File: config.mk
export PLATFORM = sky130hd
export DESIGN_NAME = jpeg_canonical_huffman_decoder
export DESIGN_NICKNAME = d
export VERILOG_FILES = /design/src/rtl/core/jchd_pkg.sv /design/src/rtl/core/jpeg_canonical_huffman_decoder.sv /design/src/rtl/core/jchd_offset_ram.sv /design/src/rtl/core/jchd_symbol_ram.sv
export SDC_FILE = /design/constraint.sdc
export NUM_CORES = 1
export LEC_CHECK = 0
export BUFFER_PORTS_ARGS = -buffer_cell sky130_fd_sc_hd__buf_2
export CAP_MARGIN = 25
export CORE_ASPECT_RATIO = 1.4
export CORE_MARGIN = 1.5
export CORE_UTILIZATION = 57
export DETAILED_ROUTE_END_ITERATION = 16
export PLACE_DENSITY_LB_ADDON = 0.12
export RECOVER_POWER = 50
export SLEW_MARGIN = 20
export SYNTH_ARGS = -nofsm -noshare
export SYNTH_HDL_FRONTEND = slang
export SYNTH_SLANG_ARGS = --single-unit
export TNS_END_PERCENT = 30
File: constraint.sdc
create_clock -name i_clk -period 6.2 [get_ports i_clk]
set_input_delay 1.24 -clock i_clk [delete_from_list [all_inputs] [get_ports i_clk]]
set_output_delay 1.24 -clock i_clk [all_outputs]
set_load 0.02 [all_outputs]
File: src/rtl/core/jchd_pkg.sv
package jchd_pkg;

    // Defaults for the top-level parameters.
    localparam int MAX_CODE_LENGTH_DEF = 16;
    localparam int SYMBOL_SLOTS_DEF    = 162;

    // Fixed widths of the datapath.
    localparam int BYTE_W  = 8;
    localparam int CODE_W  = 16;
    localparam int FIRST_W = 17;
    localparam int SLOT_W  = 9;

    // Saturation value of the first code of a length.
    localparam logic [FIRST_W-1:0] FIRST_MAX = '1;

    // Operation codes of an input beat.
    localparam logic [1:0] OP_LOAD_OFFSET = 2'd0;
    localparam logic [1:0] OP_LOAD_SYMBOL = 2'd1;
    localparam logic [1:0] OP_DECODE      = 2'd2;

    typedef struct packed {
        logic [1:0]        operation;
        logic [BYTE_W-1:0] table_index;
        logic [BYTE_W-1:0] table_value;
        logic              code_bit;
    } t_in_item;

    typedef struct packed {
        logic [BYTE_W-1:0] symbol;
        logic              invalid_code;
    } t_out_item;

    // Write request to one of the tables.
    typedef struct packed {
        logic              en;
        logic [BYTE_W-1:0] index;
        logic [BYTE_W-1:0] value;
    } t_tbl_wr;

endpackage

File: src/rtl/core/jpeg_canonical_huffman_decoder.sv
// Canonical Huffman decoder for JPEG entropy-coded data, one bit per input beat.
// Input channel (i_in_valid / o_in_ready, i_in_item): a beat either loads an
// entry of the cumulative offset table, loads an entry of the symbol table, or
// carries one coded bit, most significant first. Loads give no result.
// Output channel (o_out_valid / i_out_ready, o_out_item): one beat for every bit
// that completes a code (the symbol, or zero for a slot past the symbol table) and
// for every sixteenth bit without a match (invalid_code set, symbol zero).
// Throughput: one input beat per cycle while the receiver does not stall. The
// offsets for the next code length are read from a two-port offset memory in the
// same cycle as the current bit is compared, and the matched slot is read from the
// symbol memory on the accept edge. A result is registered in the symbol read
// stage, then moves to the output register when the output is not stalled.
// Reset (synchronous, active low) clears the partial code and the pipeline; both
// tables are undefined until loaded, and no clearing pass is run.
// When the receiver stalls, one finished result waits in the output register and
// one more in the symbol read stage; input is taken while the latter is free.
module jpeg_canonical_huffman_decoder
    import jchd_pkg::*;
#(
    parameter int MAX_CODE_LENGTH = MAX_CODE_LENGTH_DEF,
    parameter int SYMBOL_SLOTS    = SYMBOL_SLOTS_DEF
) (
    input  logic      i_clk,
    input  logic      i_rst_n,
    input  logic      i_in_valid,
    output logic      o_in_ready,
    input  t_in_item  i_in_item,
    output logic      o_out_valid,
    input  logic      i_out_ready,
    output t_out_item o_out_item
);

    localparam int OFF_AW = $clog2(MAX_CODE_LENGTH + 1);

    logic [OFF_AW-1:0]  r_level;
    logic [OFF_AW-1:0]  n_level;
    logic [CODE_W-1:0]  r_partial;
    logic [CODE_W-1:0]  n_partial;
    logic [FIRST_W-1:0] r_first;
    logic [FIRST_W-1:0] n_first;
    logic               r_a_valid;
    logic               r_a_err;
    logic               r_a_zero;
    logic               r_o_valid;
    t_out_item          r_o_item;

    logic               accept;
    logic               dec;
    logic               out_stall;
    logic               a_free;
    t_tbl_wr            wr_off;
    t_tbl_wr            wr_sym;
    logic [OFF_AW-1:0]  rd_level;
    logic [BYTE_W-1:0]  lo;
    logic [BYTE_W-1:0]  hi;
    logic [BYTE_W-1:0]  count;
    logic [CODE_W-1:0]  code;
    logic [FIRST_W-1:0] diff;
    logic               hit;
    logic [SLOT_W-1:0]  slot;
    logic               slot_ok;
    logic [OFF_AW-1:0]  level_inc;
    logic               exhausted;
    logic [FIRST_W:0]   first_sum;
    logic [FIRST_W+1:0] first_shl;
    logic [BYTE_W-1:0]  sym_rd;

    // Handshake: the read stage may take a new result whenever it is empty or can move on.
    assign out_stall  = r_o_valid && !i_out_ready;
    assign a_free     = !r_a_valid || !out_stall;
    assign o_in_ready = a_free;
    assign accept     = i_in_valid && o_in_ready;
    assign dec        = accept && (i_in_item.operation == OP_DECODE);

    // Table write requests.
    assign wr_off = '{en:    accept && (i_in_item.operation == OP_LOAD_OFFSET),
                      index: i_in_item.table_index,
                      value: i_in_item.table_value};
    assign wr_sym = '{en:    accept && (i_in_item.operation == OP_LOAD_SYMBOL),
                      index: i_in_item.table_index,
                      value: i_in_item.table_value};

    // Range check of the extended code against the current length.
    always_comb begin
        count     = (hi > lo) ? (hi - lo) : '0;
        code      = {r_partial[CODE_W-2:0], i_in_item.code_bit};
        diff      = {1'b0, code} - r_first;
        hit       = ({1'b0, code} >= r_first) && (diff < FIRST_W'(count));
        slot      = SLOT_W'(lo) + SLOT_W'(diff[BYTE_W-1:0]);
        slot_ok   = slot < SLOT_W'(SYMBOL_SLOTS);
        level_inc = r_level + OFF_AW'(1);
        exhausted = level_inc == OFF_AW'(MAX_CODE_LENGTH);
        first_sum = {1'b0, r_first} + (FIRST_W + 1)'(count);
        first_shl = {first_sum, 1'b0};
    end

    // Next code state: restart on a match or after the longest length.
    always_comb begin
        n_level   = r_level;
        n_partial = r_partial;
        n_first   = r_first;
        if (dec) begin
            if (hit || exhausted) begin
                n_level   = '0;
                n_partial = '0;
                n_first   = '0;
            end else begin
                n_level   = level_inc;
                n_partial = code;
                n_first   = (first_shl > (FIRST_W + 2)'(FIRST_MAX)) ?
                            FIRST_MAX : first_shl[FIRST_W-1:0];
            end
        end
    end

    // The offsets of the next length are fetched on the same edge.
    assign rd_level = i_rst_n ? n_level : '0;

    jchd_offset_ram #(
        .MAX_CODE_LENGTH(MAX_CODE_LENGTH)
    ) u_offset_ram (
        .i_clk      (i_clk),
        .i_wr       (wr_off),
        .i_rd_level (rd_level),
        .o_lo       (lo),
        .o_hi       (hi)
    );

    jchd_symbol_ram #(
        .SYMBOL_SLOTS(SYMBOL_SLOTS)
    ) u_symbol_ram (
        .i_clk     (i_clk),
        .i_wr      (wr_sym),
        .i_rd_en   (dec && hit && slot_ok),
        .i_rd_slot (slot),
        .o_symbol  (sym_rd)
    );

    // Code state registers.
    always_ff @(posedge i_clk) begin
        if (!i_rst_n) begin
            r_level   <= '0;
            r_partial <= '0;
            r_first   <= '0;
        end else begin
            r_level   <= n_level;
            r_partial <= n_partial;
            r_first   <= n_first;
        end
    end

    // Symbol read stage: flags travel beside the memory read data.
    always_ff @(posedge i_clk) begin
        if (!i_rst_n) begin
            r_a_valid <= 1'b0;
        end else if (a_free) begin
            r_a_valid <= dec && (hit || exhausted);
        end
    end

    always_ff @(posedge i_clk) begin
        if (a_free) begin
            r_a_err  <= !hit;
            r_a_zero <= hit && !slot_ok;
        end
    end

    // Output register.
    always_ff @(posedge i_clk) begin
        if (!i_rst_n) begin
            r_o_valid <= 1'b0;
        end else if (!out_stall) begin
            r_o_valid <= r_a_valid;
        end
    end

    always_ff @(posedge i_clk) begin
        if (r_a_valid && !out_stall) begin
            r_o_item.symbol       <= (r_a_err || r_a_zero) ? '0 : sym_rd;
            r_o_item.invalid_code <= r_a_err;
        end
    end

    assign o_out_valid = r_o_valid;
    assign o_out_item  = r_o_item;

endmodule

File: src/rtl/core/jchd_offset_ram.sv
module jchd_offset_ram
    import jchd_pkg::*;
#(
    parameter int MAX_CODE_LENGTH = MAX_CODE_LENGTH_DEF,
    localparam int ENTRIES = MAX_CODE_LENGTH + 1,
    localparam int OFF_AW  = $clog2(ENTRIES)
) (
    input  logic              i_clk,
    input  t_tbl_wr           i_wr,
    input  logic [OFF_AW-1:0] i_rd_level,
    output logic [BYTE_W-1:0] o_lo,
    output logic [BYTE_W-1:0] o_hi
);

    logic [BYTE_W-1:0] mem [ENTRIES];
    logic [BYTE_W-1:0] r_lo;
    logic [BYTE_W-1:0] r_hi;
    logic              wr_ok;
    logic [OFF_AW-1:0] wr_addr;
    logic [OFF_AW-1:0] addr_lo;
    logic [OFF_AW-1:0] addr_hi;

    // Writes beyond the table are dropped.
    assign wr_ok   = i_wr.en && (i_wr.index < BYTE_W'(ENTRIES));
    assign wr_addr = i_wr.index[OFF_AW-1:0];
    assign addr_lo = i_rd_level;
    assign addr_hi = i_rd_level + OFF_AW'(1);

    always_ff @(posedge i_clk) begin
        if (wr_ok) begin
            mem[wr_addr] <= i_wr.value;
        end
    end

    // Two read ports; a write to the same entry in the same cycle is passed through.
    always_ff @(posedge i_clk) begin
        if (wr_ok && wr_addr == addr_lo) begin
            r_lo <= i_wr.value;
        end else begin
            r_lo <= mem[addr_lo];
        end
        if (wr_ok && wr_addr == addr_hi) begin
            r_hi <= i_wr.value;
        end else begin
            r_hi <= mem[addr_hi];
        end
    end

    assign o_lo = r_lo;
    assign o_hi = r_hi;

endmodule

File: src/rtl/core/jchd_symbol_ram.sv
module jchd_symbol_ram
    import jchd_pkg::*;
#(
    parameter int SYMBOL_SLOTS = SYMBOL_SLOTS_DEF,
    localparam int SYM_AW = (SYMBOL_SLOTS > 1) ? $clog2(SYMBOL_SLOTS) : 1
) (
    input  logic              i_clk,
    input  t_tbl_wr           i_wr,
    input  logic              i_rd_en,
    input  logic [SLOT_W-1:0] i_rd_slot,
    output logic [BYTE_W-1:0] o_symbol
);

    logic [BYTE_W-1:0] mem [SYMBOL_SLOTS];
    logic [BYTE_W-1:0] r_rd;
    logic              wr_ok;

    // Writes beyond the table are dropped.
    assign wr_ok = i_wr.en && (SLOT_W'(i_wr.index) < SLOT_W'(SYMBOL_SLOTS));

    always_ff @(posedge i_clk) begin
        if (wr_ok) begin
            mem[i_wr.index[SYM_AW-1:0]] <= i_wr.value;
        end
    end

    // The read data is held until the next enabled read.
    always_ff @(posedge i_clk) begin
        if (i_rd_en) begin
            r_rd <= mem[i_rd_slot[SYM_AW-1:0]];
        end
    end

    assign o_symbol = r_rd;

endmodule

==> results.md <==
* Unrepaired setup endpoints after global routing: false
* Min cycle time layout at 5910 ps
* Initial antenna violation count at 3
* First-pass GRT wire length at 208,000 um
* Worst Setup End Kind: flop
* Sequential-to-total area share from yosys stat at 73.1%
* Synthesis Warnings at 0
* Net Switching at 9830 uW
* Initial Util at 57.6%
* Placed cell areas at 63,300 um2
* Sink Count at 1,495
* HPWL after detailed placement at 90,800 um
* Core box area at 106,000 um2
* Flops & latches, synth at 1,495
* Clk network pwr share at 26.6%
* Via Count at 29,400
* Hold_buf cts at 0
* Share of layout cells above drive strength 1 at 28.6%
* R2R Path End: r_first[14]
* Crit path required time at 6810 ps
* CP startpoint kind: flop
* Setup violations, final at 0
* Run status: complete, but fails checks
* Seq pwr share at 36.3%
* Most frequent cells in the layout: edfxtp_1 (1,451), mux4_2 (504), nor2_1 (219)
* Final period util at 95.4%
* Combinational Power Share at 37.2%
* Total GRT Usage at 26.7%
* R2R cell count at 22
* Residual DRC at 0
* TritonRoute pass-1 iters at 7
* Via density per instance at 6.57
* Distinct cells, synth at 73
* Vias in the first global route at 30,300
* Die Area at 109,000 um2
* Fin. Hold Viols at 0
* Detailed Route WL at 142,000 um
* FILL cells at 6,970
* Hold Crit Start: r_a_valid
* Post-synth EDFFs at 1,451
* Total grt overflow at 0
* Ports at 34
* Setup_tns at 0 ps
* Max clock buf depth at 3
* Synth-to-Final Area Change at 11.3%
* Synth Cell Area at 60,800 um2
* Clk_lat worst skew at 760 ps
* Slew HR at -248%
* CTS tree: done
* Commonest non-fill, non-tap cell in the layout: edfxtp_1
* Violated checks: max-capacitance violations, max-slew violations
* Syn avg cell area at 21.2 um2
* CP Max Fanout at 8
* DR WL/cell at 31.8 um
* Max-slew violation count at 1,098
* Number of DRC markers in iteration 0 at 3,109
* Flop2flop setup slack at 290 ps
* Peak supply drop at 0.343 mV
* Hold Path End: o_out_valid
* Net Sw Frac at 31.6%
* Pin count of the biggest net entering global routing at 131
* CTS H-tree depth at 4
* Root Buffer Master: clkbuf_16
* CP arrival at 6520 ps
* Syn nets at 2,943
* LEAKAGE at 0.0212 uW
* Clk_skew at 22.9 ps
* Antenna viol nets, final at 0
* Nets at 3,071
* Standard-cell rows at 141
* Worst setup path class: reg2reg
* Pint at 21,300 uW
* Clk slew on worst S/H paths at 60 ps
* Fmax at 169 MHz
* DIE WIDTH at 279 um
* Worst reg2reg path startpoint: u_offset_ram.mem[0][0]
* Design Area, Final at 67,700 um2
* Count of input and output buffers at 33
* Min-Delay Path Class: reg2reg
* Worst Max-Slew Pin Slew at 5210 ps
* Die Y at 390 um
* Post-Syn Instances at 2,867
* Primary FF master, synth: edfxtp_1
* WHS Path Cells at 2
* CTS Buf Count at 141
* Gp weighted congestion at 0.873
* P per Cell Area at 460 nW/um2
* Share of async-settable or async-resettable flops after synthesis at 0%
* Max-cap violation count at 13
==> layout make-up <==
type                    count  area (um2)  area share [%]
multi-input cells        1166       15600            23.1
flip-flops and latches   1495       44500            65.7
repair buffers            140        1320            1.95
inverters                  51         191           0.283
clock buffers             169        3750            5.54
well taps                1358        1700            2.51
diodes                      2        5.00         0.00740
clock inverters            87         621           0.917
==> registers in the layout, summed over array words and instances (netlist names), named ones only <==
| register | flops |
|---|---|
| r_a_err | 1 |
| u_symbol_ram.o_symbol | 8 |
| o_out_item | 9 |
| r_a_zero | 1 |
| o_out_valid | 1 |
| r_first | 17 |
| u_offset_ram.mem | 136 |
| r_level | 5 |
| r_a_valid | 1 |
| u_symbol_ram.mem | 1296 |
| r_partial | 15 |
==> critical path: stages (launching register included) <==
cell and delay (ps):
edfxtp_1 440, mux4_2 480, mux4_2 460, mux2_2 310, ha_1 250, fa_1 470, nor2b_1 120, o21ai_0 130
a21oi_1 200, nor2_1 70, or3_1 380, buf_4 170, fa_1 400, nor2b_1 140, o21ai_0 130, a21boi_1 230
o21ai_0 130, a21oi_1 170, nor2b_1 210, and3_1 300, nand3_1 210, o211ai_2 240, a21oi_1 130
==> kinds of logic (layout without fill, tap and decap cells) <==
kind of cell,count (synthesis),after routing,synth area share (%)
buffers and inverters,207,447,1.42
multiplexers,539,539,19.3
flip-flops,1495,1495,73.1
AND/OR/NAND/NOR,377,377,2.81
adder cells (fa/ha/maj),53,53,1.14
XOR/XNOR,33,33,0.475
other,0,2,0
AO/OA/AOI/OAI,163,164,1.79
==> power groups by stage <==
stage	registers, uW	logic [uW]	clock network, uW
after global placement	11500	11500	0
after CTS	11300	11600	8390
after detailed placement	11500	11600	0
after floorplan	11500	7280	0
final	11300	11600	8260
after global routing	11300	12000	8740
==> synth_stat cells, types with 12 or more instances <==
library cell	count	area, um2
inv_1	51	191
dfxtp_1	44	881
a21oi_1	57	285
xnor2_1	26	228
a21o_1	12	90.1
nor2_1	219	822
edfxtp_1	1451	43600
nor2b_1	15	93.8
clkbuf_1	108	405
mux4_2	504	11400
mux2_2	24	270
nand3_1	18	90.1
buf_2	32	160
nand2_1	55	206
o21ai_0	25	125
ha_1	49	613
a22oi_1	32	240
==> what timing repair did <==
action	CTS	global route
setup buffers	0	0
gates resized for setup	0	11
setup endpoints to repair	0	46
==> metal layers <==
metal	up-vias	global-route usage, %	part of all wire, %
met1	15700	35.6	38
met5	-	0	0.017
met4	4	8.16	2.8
li1	12200	-	-
met2	1155	45.8	53
met3	219	4.18	6.1
==> metrics by stage <==
stage               util, %  hold slack [ps]  instances  total power (uW)  setup slack, ps
floorplan                 -              427       2867             18700             84.7
global placement       59.9              510       4199             23000              219
detailed placement     59.9              511       4204             23100             88.8
CTS                    64.1              524       4460             31300             42.1
global route           64.0              540       4466             32000             4.02
finish                 64.0              515       4468             31100              286
==> how the worst max path moves through the flow <==
stage / from / endpoint / slack [ps] / cells after the start
floorplan: flop / u_symbol_ram.o_symbol[0] / 80 / 24
global placement: i_in_item[0] / u_symbol_ram.o_symbol[6] / 220 / 13
detailed placement: r_level[0] / r_first[1] / 90 / 24
CTS: r_level[0] / r_first[1] / 40 / 24
global route: r_level[0] / r_first[15] / 4 / 22
finish: u_offset_ram.mem[0][0] / r_first[14] / 290 / 22
Note: power is estimated with default switching activity, not from simulation.
